===== config.mk =====
export PLATFORM = sky130hd
export DESIGN_NAME = pci_config_port_decoder_core
export DESIGN_NICKNAME = d
export VERILOG_FILES = /design/src/design/pcpd_pkg.sv /design/src/design/pcpd_front.sv /design/src/design/pcpd_fifo.sv /design/src/design/pcpd_back.sv /design/src/design/pci_config_port_decoder_core.sv
export SDC_FILE = /design/constraint.sdc
export NUM_CORES = 1
export LEC_CHECK = 0
export BUFFER_PORTS_ARGS = -buffer_cell sky130_fd_sc_hd__buf_2
export CORE_ASPECT_RATIO = 1.75
export CORE_MARGIN = 1.5
export CORE_UTILIZATION = 58
export DETAILED_ROUTE_END_ITERATION = 6
export GPL_ROUTABILITY_DRIVEN = 0
export PLACE_DENSITY = 0.75
export SYNTH_ARGS = -nofsm -noshare
export SYNTH_HDL_FRONTEND = slang
export SYNTH_SLANG_ARGS = --single-unit

===== constraint.sdc =====
create_clock -name i_clk -period 8.8 [get_ports i_clk]
set_input_delay 1.76 -clock i_clk [delete_from_list [all_inputs] [get_ports i_clk]]
set_output_delay 1.76 -clock i_clk [all_outputs]
set_load 0.02 [all_outputs]

===== src/design/pcpd_pkg.sv =====
// Shared types and constants of the PCI configuration port decoder.
`default_nettype none

package pcpd_pkg;

    typedef enum logic [2:0] {
        KIND_UNCLAIMED  = 3'd0,
        KIND_REG_RD     = 3'd1,
        KIND_REG_WR     = 3'd2,
        KIND_CFG_RD     = 3'd3,
        KIND_CFG_WR     = 3'd4,
        KIND_MISALIGNED = 3'd5
    } t_kind;

    typedef enum logic [1:0] {
        SIZE_BYTE  = 2'd0,
        SIZE_WORD  = 2'd1,
        SIZE_DWORD = 2'd2,
        SIZE_BAD   = 2'd3
    } t_size;

    localparam logic [15:0] PORT_ADDR   = 16'h0CF8;
    localparam logic [15:0] PORT_FWD    = 16'h0CFA;
    localparam logic [15:0] PORT_MECH   = 16'h0CFB;
    localparam logic [15:0] PORT_DATA   = 16'h0CFC;
    localparam logic [15:0] PORT_WINDOW = 16'hC000;
    localparam logic [7:0]  KEY_MASK    = 8'hF0;

    // Classified access, front to back
    typedef struct packed {
        t_kind       kind;
        logic [31:0] read_data;
        logic [7:0]  bus;
        logic [4:0]  dev;
        logic [2:0]  fn;
        logic [5:0]  dreg;
        t_size       size;
        logic [1:0]  off;
        logic [31:0] data;
    } t_cmd;

    // Result item as presented at the output
    typedef struct packed {
        t_kind       kind;
        logic [31:0] read_data;
        logic [7:0]  bus;
        logic [4:0]  dev;
        logic [2:0]  fn;
        logic [5:0]  dreg;
        logic [3:0]  be;
        logic [31:0] lane_data;
    } t_result;

endpackage

`default_nettype wire


===== src/design/pcpd_front.sv =====
// Front end: register file and classification of each I/O access.
`default_nettype none

module pcpd_front (
    input  wire logic          i_clk,
    input  wire logic          i_rst_n,
    input  wire logic          i_valid,
    output logic               o_ready,
    input  wire logic          i_command,
    input  wire logic [15:0]   i_port,
    input  wire logic [1:0]    i_access_size,
    input  wire logic [31:0]   i_write_data,
    input  wire logic          i_q_full,
    output logic               o_push,
    output pcpd_pkg::t_cmd     o_cmd
);
    import pcpd_pkg::*;

    logic        r_mech_one, n_mech_one;
    logic [22:0] r_addr, n_addr;
    logic [7:0]  r_efb, n_efb;
    logic [7:0]  r_fwd_bus, n_fwd_bus;

    t_cmd        cmd;
    t_size       size;
    logic [31:0] data;
    logic        cfg_hit;
    logic [7:0]  cfg_bus;
    logic [4:0]  cfg_dev;
    logic [2:0]  cfg_fn;
    logic [5:0]  cfg_reg;
    logic        is_aligned;

    assign o_ready = !i_q_full;
    assign o_push  = i_valid && !i_q_full;
    assign o_cmd   = cmd;

    always_comb begin
        size       = t_size'(i_access_size);
        data       = i_write_data;
        is_aligned = 1'b0;
        case (size)
            SIZE_BYTE: begin
                data       = {24'd0, i_write_data[7:0]};
                is_aligned = 1'b1;
            end
            SIZE_WORD: begin
                data       = {16'd0, i_write_data[15:0]};
                is_aligned = !i_port[0];
            end
            SIZE_DWORD: begin
                is_aligned = (i_port[1:0] == 2'd0);
            end
            default: begin
                is_aligned = 1'b0;
            end
        endcase
    end

    always_comb begin
        n_mech_one = r_mech_one;
        n_addr     = r_addr;
        n_efb      = r_efb;
        n_fwd_bus  = r_fwd_bus;
        cmd        = '0;
        cmd.kind   = KIND_UNCLAIMED;
        cfg_hit    = 1'b0;
        cfg_bus    = '0;
        cfg_dev    = '0;
        cfg_fn     = '0;
        cfg_reg    = '0;

        if (i_port == PORT_MECH && size == SIZE_BYTE) begin
            if (i_command) begin
                n_mech_one = data[0];
                cmd.kind   = KIND_REG_WR;
            end else begin
                cmd.kind      = KIND_REG_RD;
                cmd.read_data = {31'd0, r_mech_one};
            end
        end else if (r_mech_one) begin
            if (i_port == PORT_ADDR && size == SIZE_DWORD) begin
                if (i_command) begin
                    n_addr   = {data[31], data[23:16], data[15:8], data[7:2]};
                    cmd.kind = KIND_REG_WR;
                end else begin
                    cmd.kind      = KIND_REG_RD;
                    cmd.read_data = {r_addr[22], 7'd0, r_addr[21:14], r_addr[13:6],
                                     r_addr[5:0], 2'd0};
                end
            end else if (i_port[15:2] == PORT_DATA[15:2] && r_addr[22]) begin
                cfg_hit = 1'b1;
                cfg_bus = r_addr[21:14];
                cfg_dev = r_addr[13:9];
                cfg_fn  = r_addr[8:6];
                cfg_reg = r_addr[5:0];
            end
        end else begin
            if ((i_port == PORT_ADDR || i_port == PORT_FWD) && size == SIZE_BYTE) begin
                if (i_command) begin
                    if (i_port == PORT_ADDR) begin
                        n_efb = data[7:0];
                    end else begin
                        n_fwd_bus = data[7:0];
                    end
                    cmd.kind = KIND_REG_WR;
                end else begin
                    cmd.kind      = KIND_REG_RD;
                    cmd.read_data = {24'd0, (i_port == PORT_ADDR) ? r_efb : r_fwd_bus};
                end
            end else if (i_port[15:3] == PORT_ADDR[15:3]) begin
                cmd.kind = KIND_UNCLAIMED;
            end else if (i_port[15:12] == PORT_WINDOW[15:12] &&
                         (r_efb & KEY_MASK) != 8'd0) begin
                cfg_hit = 1'b1;
                cfg_bus = r_fwd_bus;
                cfg_dev = {1'b0, i_port[11:8]};
                cfg_fn  = r_efb[3:1];
                cfg_reg = i_port[7:2];
            end
        end

        if (cfg_hit) begin
            if (is_aligned) begin
                cmd.kind = i_command ? KIND_CFG_WR : KIND_CFG_RD;
                cmd.bus  = cfg_bus;
                cmd.dev  = cfg_dev;
                cmd.fn   = cfg_fn;
                cmd.dreg = cfg_reg;
                cmd.size = size;
                cmd.off  = i_port[1:0];
                cmd.data = data;
            end else begin
                cmd.kind = KIND_MISALIGNED;
            end
        end
    end

    always_ff @(posedge i_clk) begin
        if (!i_rst_n) begin
            r_mech_one <= 1'b1;
            r_addr     <= '0;
            r_efb      <= '0;
            r_fwd_bus  <= '0;
        end else if (o_push) begin
            r_mech_one <= n_mech_one;
            r_addr     <= n_addr;
            r_efb      <= n_efb;
            r_fwd_bus  <= n_fwd_bus;
        end
    end

endmodule

`default_nettype wire


===== src/design/pcpd_fifo.sv =====
// Short queue of classified accesses between front and back.
`default_nettype none

module pcpd_fifo #(
    parameter int DEPTH = 2
) (
    input  wire logic           i_clk,
    input  wire logic           i_rst_n,
    input  wire logic           i_push,
    input  wire pcpd_pkg::t_cmd i_push_data,
    output logic                o_full,
    input  wire logic           i_pop,
    output logic                o_empty,
    output pcpd_pkg::t_cmd      o_head
);
    import pcpd_pkg::*;

    localparam int PTR_W = (DEPTH > 1) ? $clog2(DEPTH) : 1;
    localparam int CNT_W = $clog2(DEPTH + 1);

    t_cmd             r_mem [DEPTH];
    logic [PTR_W-1:0] r_wr_ptr, n_wr_ptr;
    logic [PTR_W-1:0] r_rd_ptr, n_rd_ptr;
    logic [CNT_W-1:0] r_count, n_count;
    logic             do_push, do_pop;

    assign o_full  = (r_count == CNT_W'(DEPTH));
    assign o_empty = (r_count == '0);
    assign o_head  = r_mem[r_rd_ptr];
    assign do_push = i_push && !o_full;
    assign do_pop  = i_pop && !o_empty;

    always_comb begin
        n_wr_ptr = r_wr_ptr;
        n_rd_ptr = r_rd_ptr;
        n_count  = r_count;
        if (do_push) begin
            n_wr_ptr = (r_wr_ptr == PTR_W'(DEPTH - 1)) ? '0 : r_wr_ptr + 1'b1;
        end
        if (do_pop) begin
            n_rd_ptr = (r_rd_ptr == PTR_W'(DEPTH - 1)) ? '0 : r_rd_ptr + 1'b1;
        end
        if (do_push && !do_pop) begin
            n_count = r_count + 1'b1;
        end else if (do_pop && !do_push) begin
            n_count = r_count - 1'b1;
        end
    end

    always_ff @(posedge i_clk) begin
        if (do_push) begin
            r_mem[r_wr_ptr] <= i_push_data;
        end
    end

    always_ff @(posedge i_clk) begin
        if (!i_rst_n) begin
            r_wr_ptr <= '0;
            r_rd_ptr <= '0;
            r_count  <= '0;
        end else begin
            r_wr_ptr <= n_wr_ptr;
            r_rd_ptr <= n_rd_ptr;
            r_count  <= n_count;
        end
    end

endmodule

`default_nettype wire


===== src/design/pcpd_back.sv =====
// Back end: byte-lane formatting and the output register.
`default_nettype none

module pcpd_back (
    input  wire logic           i_clk,
    input  wire logic           i_rst_n,
    input  wire logic           i_q_empty,
    input  wire pcpd_pkg::t_cmd i_head,
    output logic                o_pop,
    output logic                o_valid,
    input  wire logic           i_ready,
    output pcpd_pkg::t_result   o_result
);
    import pcpd_pkg::*;

    logic        r_valid;
    t_result     r_out, n_out;
    logic [3:0]  lanes;
    logic        is_cfg;

    assign o_pop    = !i_q_empty && (!r_valid || i_ready);
    assign o_valid  = r_valid;
    assign o_result = r_out;

    always_comb begin
        case (i_head.size)
            SIZE_BYTE: lanes = 4'b0001;
            SIZE_WORD: lanes = 4'b0011;
            default:   lanes = 4'b1111;
        endcase
        is_cfg          = (i_head.kind == KIND_CFG_RD || i_head.kind == KIND_CFG_WR);
        n_out.kind      = i_head.kind;
        n_out.read_data = i_head.read_data;
        n_out.bus       = i_head.bus;
        n_out.dev       = i_head.dev;
        n_out.fn        = i_head.fn;
        n_out.dreg      = i_head.dreg;
        n_out.be        = is_cfg ? (lanes << i_head.off) : 4'd0;
        n_out.lane_data = (i_head.kind == KIND_CFG_WR) ?
                          (i_head.data << {i_head.off, 3'd0}) : 32'd0;
    end

    always_ff @(posedge i_clk) begin
        if (o_pop) begin
            r_out <= n_out;
        end
    end

    always_ff @(posedge i_clk) begin
        if (!i_rst_n) begin
            r_valid <= 1'b0;
        end else if (o_pop) begin
            r_valid <= 1'b1;
        end else if (i_ready) begin
            r_valid <= 1'b0;
        end
    end

endmodule

`default_nettype wire


===== src/design/pci_config_port_decoder_core.sv =====
// Top level of the PCI configuration port decoder (mechanisms one and two).
// One I/O access in, one result out. The front end decodes each access
// against the bridge registers (0xCFB mechanism select, 0xCF8 address or
// enable/function byte, 0xCFA forward bus) and updates them as it accepts;
// the back end builds byte enables and lane-shifted data and holds the
// result in an output register. A queue of QUEUE_DEPTH entries sits between
// them. Sustained rate is one access per cycle while i_ready stays high.
// The queue is written at the accepting edge; the output register, whose
// result shows at o_valid, loads from the queue head when it is empty or
// its held result is being taken by i_ready.
`default_nettype none

module pci_config_port_decoder_core #(
    parameter int QUEUE_DEPTH = 2
) (
    input  wire logic        i_clk,
    input  wire logic        i_rst_n,
    input  wire logic        i_valid,
    output logic             o_ready,
    input  wire logic        i_command,
    input  wire logic [15:0] i_port,
    input  wire logic [1:0]  i_access_size,
    input  wire logic [31:0] i_write_data,
    output logic             o_valid,
    input  wire logic        i_ready,
    output logic [2:0]       o_kind,
    output logic [31:0]      o_read_data,
    output logic [7:0]       o_bus_number,
    output logic [4:0]       o_device_number,
    output logic [2:0]       o_function_number,
    output logic [5:0]       o_dword_register,
    output logic [3:0]       o_byte_enable,
    output logic [31:0]      o_lane_data
);
    import pcpd_pkg::*;

    t_cmd    push_cmd, head_cmd;
    t_result result;
    logic    push, pop, q_full, q_empty;

    pcpd_front u_front (
        .i_clk         (i_clk),
        .i_rst_n       (i_rst_n),
        .i_valid       (i_valid),
        .o_ready       (o_ready),
        .i_command     (i_command),
        .i_port        (i_port),
        .i_access_size (i_access_size),
        .i_write_data  (i_write_data),
        .i_q_full      (q_full),
        .o_push        (push),
        .o_cmd         (push_cmd)
    );

    pcpd_fifo #(
        .DEPTH (QUEUE_DEPTH)
    ) u_fifo (
        .i_clk       (i_clk),
        .i_rst_n     (i_rst_n),
        .i_push      (push),
        .i_push_data (push_cmd),
        .o_full      (q_full),
        .i_pop       (pop),
        .o_empty     (q_empty),
        .o_head      (head_cmd)
    );

    pcpd_back u_back (
        .i_clk     (i_clk),
        .i_rst_n   (i_rst_n),
        .i_q_empty (q_empty),
        .i_head    (head_cmd),
        .o_pop     (pop),
        .o_valid   (o_valid),
        .i_ready   (i_ready),
        .o_result  (result)
    );

    assign o_kind            = result.kind;
    assign o_read_data       = result.read_data;
    assign o_bus_number      = result.bus;
    assign o_device_number   = result.dev;
    assign o_function_number = result.fn;
    assign o_dword_register  = result.dreg;
    assign o_byte_enable     = result.be;
    assign o_lane_data       = result.lane_data;

endmodule

`default_nettype wire


==> parameters.txt, run 1 <==
Parameter                              Value

Yosys
  Yosys top cell by area ... edfxtp_1
  Sequential share of the synthesized area ... 68.6%
  Post-synth top area share ... 61.3%
  Largest family of logic cells by synthesized area ... multiplexers
  Asr flop ratio synth ... 0%
  Number of library cell types mapped by synthesis ... 45
  Instance count of the mapped netlist ... 896
  Top area cells in the synthesized netlist ... edfxtp_1 61%, dfxtp_1 7.3%, mux2_2 6.7%, mux2i_1 5.2%, a21oi_1 2.7%
  Seq cells post-synth ... 304
  Number of warning messages in the yosys log ... 0
  Netlist area before placement ... 12600 sq um
  Primary FF master, synth ... edfxtp_1
  Post-synth EDFFs ... 258
  Compound-Gate Fraction of Synth Area ... 6.41%
  Adder-cell share of the synthesized area ... 0.0990%
  Xor/xnor share of the synthesized area ... 0.277%
  Mux cell area share after synthesis ... 11.9%
  Area fraction in and, or, nand and nor cells after synthesis ... 10.1%
  Per-instance average area after synthesis ... 14.1 sq um

Pwr
  Comb power frac ... 23.8%
  Pleak ... 5.37 nW
  Fraction of power consumed by sequential logic ... 48.9%
  Clock network fraction of design power ... 27.3%
  VDD IR-drop max ... 206 uV
  Switching fraction of total power ... 30.3%
  Internal Pwr Total ... 2.99 mW
  Power density relative to cell area ... 296 nW/um^2
  Switching power summed over all nets ... 1.30 mW

GRT
  Initial antenna violation count ... 0
  Largest net degree at the start of global routing ... 67
  Via count of the first global-routing pass ... 7660
  Grt total ovfl ... 0
  Total Routing Usage GR ... 25.2%
  Global-route wire length before repair ... 43.0 mm

Route
  Drt wl/cell ... 21.3 um
  Sum of met2 wire segment lengths after detailed routing ... 14.7 mm
  Final wirelength ... 28.3 mm
  Remaining DRCs ... 0
  Vias/cell ... 6.01
  Routed length on met3 ... 1.76 mm
  Number of optimization iterations in the first detailed-route pass ... 6
  Via total after detailed routing ... 7993
  Routed met1 length ... 10.6 mm
  Remaining number of nets flagged by the antenna check after routing ... 0
  Iteration-0 DRC count of the detailed router ... 533
  Top sig layer ... met4

Run
  # Max-Cap Violations ... 0

Floorplan
  Starting Density ... 59.0%
  Die outline area ... 22700 sq um
  Die Y ... 198 um
  Core ar. ... 21400 sq um
  Top Ports ... 150
  Std cell rows ... 71
  Die width ... 115 um

CTS
  Post-CTS setup repair buffer count ... 0
  Hold buffer count at cts ... 0
  Clock-pin slew of the registers on the worst-case setup and hold paths ... 0.07 ns
  Deepest clock path buffer count ... 3
  H-tree depth reported by CTS ... 1
  Clock root buffer ... clkbuf_16
  Clock tree from TritonCTS ... yes
  TritonCTS Buffers ... 26
  Sink count of the clock tree ... 304
  Clock insertion delay at the later pin of the skew report ... 0.53 ns
  Count of cells resized by post-cts repair ... 0

Final layout
  Filler-free cell count of the finished design ... 1329
  Final-stage net count ... 1073
  Area Overhead vs Synth ... 14.5%
  Most used cells in the layout excluding fill and tap cells ... 258 x edfxtp_1, 142 x buf_2, 75 x nor2_1, 75 x mux2_2, 68 x a21oi_1
  Fraction of final layout cells with drive strength greater than 1 ... 28.4%
  Post-route cell area ... 14500 sq um
  Antenna cells ... 0
  Leading cell type in the layout, fill and taps excluded ... edfxtp_1
  Utilization after layout ... 67.6%

Critical path
  Setup slack, reg-to-reg ... 5.78 ns
  Crit path capture type ... register
  Worst Path Arrival ... 4.23 ns
  CP Data Required Time ... 9.18 ns
  Maximum fanout along the worst path ... 35
  Worst Setup Start Kind ... input port
  Category of the critical setup timing path ... in -> reg

Place
  Placement-stage cell area ... 13600 sq um
  Total of buffers placed on input and output ports ... 142
  Cell Count Post-Placement ... 1281
  Half-perimeter wire length after placement ... 19.3 mm

Timing
  Worst slew margin relative to its limit ... 21.7%
  Setup repair after global routing missed its margin ... false
  Fin Hold WS ... 0.485 ns
  Final Setup Violations ... 0
  Final Cycle Share ... 43.8%
  Clock period minus final worst setup slack ... 3.85 ns
  Number of hold violations in the final report ... 0
  Fin Setup TNS ... 0 ns
  Worst setup skew after layout ... 0.0145 ns
  Slew at the pin closest to its max-slew limit ... 1.17 ns
  Final count of pins violating max slew ... 0
  Highest clock frequency the design can meet ... 0.259 GHz

Status
  Outcome ... finished clean

Worst hold path
  Min-Delay Path Class ... reg -> reg
## path summary, 6_finish.rpt
kind | start | to | depth (start not counted)
setup / recovery | i_port[9] | u_fifo.r_mem[1][10] | 5
setup reg to reg | u_front.r_mech_one | u_fifo.r_mem[1][10] | 5
hold reg to reg | u_front.r_efb[0] | u_front.r_efb[0] | 2
hold / removal | u_front.r_efb[0] | u_front.r_efb[0] | 2
## worst max-delay path, stage by stage
cell	delay [ns]
buf_2	0.10
or4_4	0.59
nor4_2	0.55
o22a_1	0.90
and3_1	0.31
## flip-flops by register name, indices dropped and copies added (netlist names), named ones only
signal and count:
u_front.r_efb 8, u_fifo.r_wr_ptr 1, u_back.o_valid 1, u_back.o_result 86, u_fifo.r_mem 172, u_fifo.r_count 2, u_front.r_fwd_bus 8, u_front.r_mech_one 1
u_front.r_addr 23, u_fifo.r_rd_ptr 1
## power by group through the flow
stage	clock, mW	sequential [mW]	combinational (mW)
after detailed placement	0	2.13	1.02
after global placement	0	2.12	1.02
after floorplan	0	2.39	0.446
final	1.17	2.10	1.02
after global routing	1.24	2.13	1.09
after CTS	1.19	2.10	1.03
## cells in the mapped netlist, drive strengths merged (2+ instances only)
cell type	instances
nand4bb	3
a21oi	68
buf	23
inv	5
nor2b	2
edfxtp	258
o2bb2ai	6
dfxtp	46
mux2	75
or4b	2
mux2i	66
nand3b	2
or2	4
nand2	11
and3	25
xor2	3
nor3	5
nor4	8
nand3	11
or3	7
o31ai	17
nand4	36
o22ai	17
o21ai	28
nor2	77
clkbuf	46
or4	7
and2	28
## final cells by class
type	count	area, sq um
Timing Repair Buffer	156	816
Fill cell	1554	6950
Multi-Input combinational cell	524	3700
Tap cell	292	365
Sequential cell	304	8670
Clock inverter	12	123
Clock buffer	36	771
Inverter	5	18.8
## cell families (layout without fill, tap and decap cells)
| group | after synthesis | after routing |
|---|---|---|
| adders and majority gates | 1 | 1 |
| buffers and inverters | 74 | 209 |
| muxes | 141 | 141 |
| AOI/OAI and AO/OA | 141 | 141 |
| other | 1 | 7 |
| and+or+nand+nor | 230 | 230 |
| xor gates and xnor gates | 4 | 4 |
| DFF | 304 | 304 |
## per-stage QoR
step	total power [mW]	setup WS, ns
finish	4.29	4.95
floorplan	2.83	2.13
global route	4.47	4.85
global placement	3.14	4.55
CTS	4.32	5.01
detailed placement	3.15	4.47
## metal layers
| metal | GRT usage, % | up-vias |
|---|---|---|
| met4 | 10.7 | 0 |
| met5 | 0 | - |
| li1 | - | 3648 |
| met2 | 44.2 | 386 |
| met1 | 31.5 | 3883 |
| met3 | 2.60 | 76 |
Power figures use the tool's default switching activity.
==> inputs of run 2 (changes only) <==
- CORE_UTILIZATION: 58 -> 52
- PLACE_DENSITY: 0.75 -> 0.71
- clock period: 8.8 -> 3.5 ns (I/O delays scaled with it)
==> run 2 against run 1 <==
Clock-buffer cell count down 7. Die area increased by 11%. Global-route usage decreased by 2.3 points. Hold slack worse by 0.12 ns.
==> parameters.txt, run 2 (synthesized netlist as in run 1, its figures left out) <==
Parameter                              Value

Status
  Outcome ... finished clean

Final layout
  Most used cells in the layout excluding fill and tap cells ... 258 x edfxtp_1, 142 x buf_2, 75 x nor2_1, 75 x mux2_2, 68 x a21oi_1
  Area Overhead vs Synth ... 16.0%
  Largest register FFs ... 172
  Leading cell type in the layout, fill and taps excluded ... edfxtp_1
  Top register by number of flip-flops ... u_fifo.r_mem
  Final-stage net count ... 1078
  Reg area ... 8670 sq um
  Fraction of final layout cells with drive strength greater than 1 ... 29.2%
  Utilization after layout ... 61.2%
  Filler cell count in the final layout ... 1873
  Area used by multi-input combinational logic ... 3700 sq um

GRT
  Grt total ovfl ... 0
  Initial antenna violation count ... 1
  GR Util met3 ... 2.73%
  Largest net degree at the start of global routing ... 88
  Most utilized layer in the global route result ... met2
  Via count of the first global-routing pass ... 7655
  Global routing met2 resource utilization ... 39.9%
  Total Routing Usage GR ... 22.9%
  Global-route wire length before repair ... 43.6 mm
  Met1 demand-to-capacity share in global routing ... 28.5%

CTS
  Deepest clock path buffer count ... 3
  H-tree depth reported by CTS ... 1
  Clock-pin slew of the registers on the worst-case setup and hold paths ... 0.07 ns
  Post-CTS setup repair buffer count ... 0
  TritonCTS Buffers ... 26
  Hold buffer count at cts ... 0
  Sink count of the clock tree ... 304
  Clock tree from TritonCTS ... yes
  Count of cells resized by post-cts repair ... 0
  Clock insertion delay at the later pin of the skew report ... 0.55 ns
  Clock root buffer ... clkbuf_16

Floorplan
  Top Ports ... 150
  Starting Density ... 52.8%
  Die width ... 121 um
  Die outline area ... 25300 sq um
  Std cell rows ... 75
  Die Y ... 209 um
  Core ar. ... 23900 sq um

Route
  Vias/cell ... 5.87
  Remaining number of nets flagged by the antenna check after routing ... 0
  Remaining DRCs ... 0
  Number of optimization iterations in the first detailed-route pass ... 5
  Drt wl/cell ... 21.4 um
  Iteration-0 DRC count of the detailed router ... 676
  Via total after detailed routing ... 7924
  Final wirelength ... 28.9 mm

Pwr
  VDD IR-drop max ... 510 uV
  Clock network fraction of design power ... 29.4%
  Switching power summed over all nets ... 3.34 mW
  Switching fraction of total power ... 29.9%
  Internal Pwr Total ... 7.82 mW
  Fraction of power consumed by sequential logic ... 47.1%
  Power density relative to cell area ... 762 nW/um^2
  Comb power frac ... 23.4%
  Pleak ... 5.44 nW

Timing
  Number of hold violations in the final report ... 0
  Slew at the pin closest to its max-slew limit ... 1.06 ns
  Highest clock frequency the design can meet ... 0.351 GHz
  Final count of pins violating max slew ... 0
  Setup repair after global routing missed its margin ... false
  Final Cycle Share ... 81.5%
  Final Setup Violations ... 0
  Worst slew margin relative to its limit ... 29.2%
  Clock period minus final worst setup slack ... 2.85 ns
  Worst setup skew after layout ... 0.0107 ns
  Fin Setup TNS ... 0 ns

Critical path
  Crit path capture type ... output pin
  Category of the critical setup timing path ... reg -> out
  Worst Reg2Reg Path Length in Cells ... 7
  Cell with the largest stage delay on the worst path ... nor2b_1
  Critical path cell sequence ... nor2b_1 -> inv_1 -> buf_2
  CP Data Required Time ... 2.80 ns
  CP max stage delay ... 0.67 ns
  Maximum fanout along the worst path ... 6
  Worst Setup Start Kind ... register
  Worst Path Arrival ... 2.15 ns

Place
  Total of buffers placed on input and output ports ... 142
  Half-perimeter wire length after placement ... 19.7 mm

Run
  # Max-Cap Violations ... 0

Worst hold path
  Worst hold path cell count ... 2
  Min-Delay Path Class ... in -> reg
-- run 2: path summary, 6_finish.rpt --
kind	from	endpoint	slack, ns
hold / removal	i_rst_n	u_front.r_mech_one	0.37
hold reg to reg	u_front.r_efb[0]	u_front.r_efb[0]	0.48
setup / recovery	u_fifo.r_count[1]	o_ready	0.65
setup reg to reg	u_fifo.r_count[1]	u_fifo.r_count[1]	0.92
-- run 2: power groups by stage --
stage | combinational [mW] | clock (mW) | sequential (mW)
6_report | 2.62 | 3.28 | 5.26
5_1_grt | 2.81 | 3.46 | 5.34
4_1_cts | 2.65 | 3.32 | 5.27
3_5_place_dp | 2.64 | 0 | 5.34
3_3_place_gp | 2.61 | 0 | 5.32
2_1_floorplan | 1.13 | 0 | 5.94
-- run 2: routing by layer --
layer / share of wire (%) / up-vias
li1: - / 3657
met1: 38 / 3867
met2: 52 / 339
met3: 6.1 / 61
met4: 3.7 / 0
met5: 0 / -
-- run 2: per-stage QoR --
stage / cell area (sq um) / hold WS (ns) / setup slack (ns) / power [mW] / std cells
after floorplan: 12700 / 0.443 / 0.250 / 7.07 / 902
after global placement: 13700 / 0.460 / 0.614 / 7.93 / 1302
after detailed placement: 13700 / 0.466 / 0.581 / 7.98 / 1302
after CTS: 14600 / 0.355 / 0.636 / 11.2 / 1350
after global routing: 14600 / 0.365 / 0.579 / 11.6 / 1351
final: 14600 / 0.366 / 0.648 / 11.2 / 1351
-- run 2: area by class of cell --
class                   count  share of cell area, %
clock inverters            19                   1.98
diodes                      1                 0.0171
repair buffers            161                   6.00
well taps                 308                   2.63
inverters                   5                  0.128
clock buffers              29                   4.80
multi-input cells         524                   25.2
flip-flops and latches    304                   59.2
-- run 2: critical path: cells and delay by family (launching register included) --
family	cells	cell delay (ns)
buffers and inverters	2	0.56
flip-flops	1	0.38
AND/OR/NAND/NOR	1	0.67
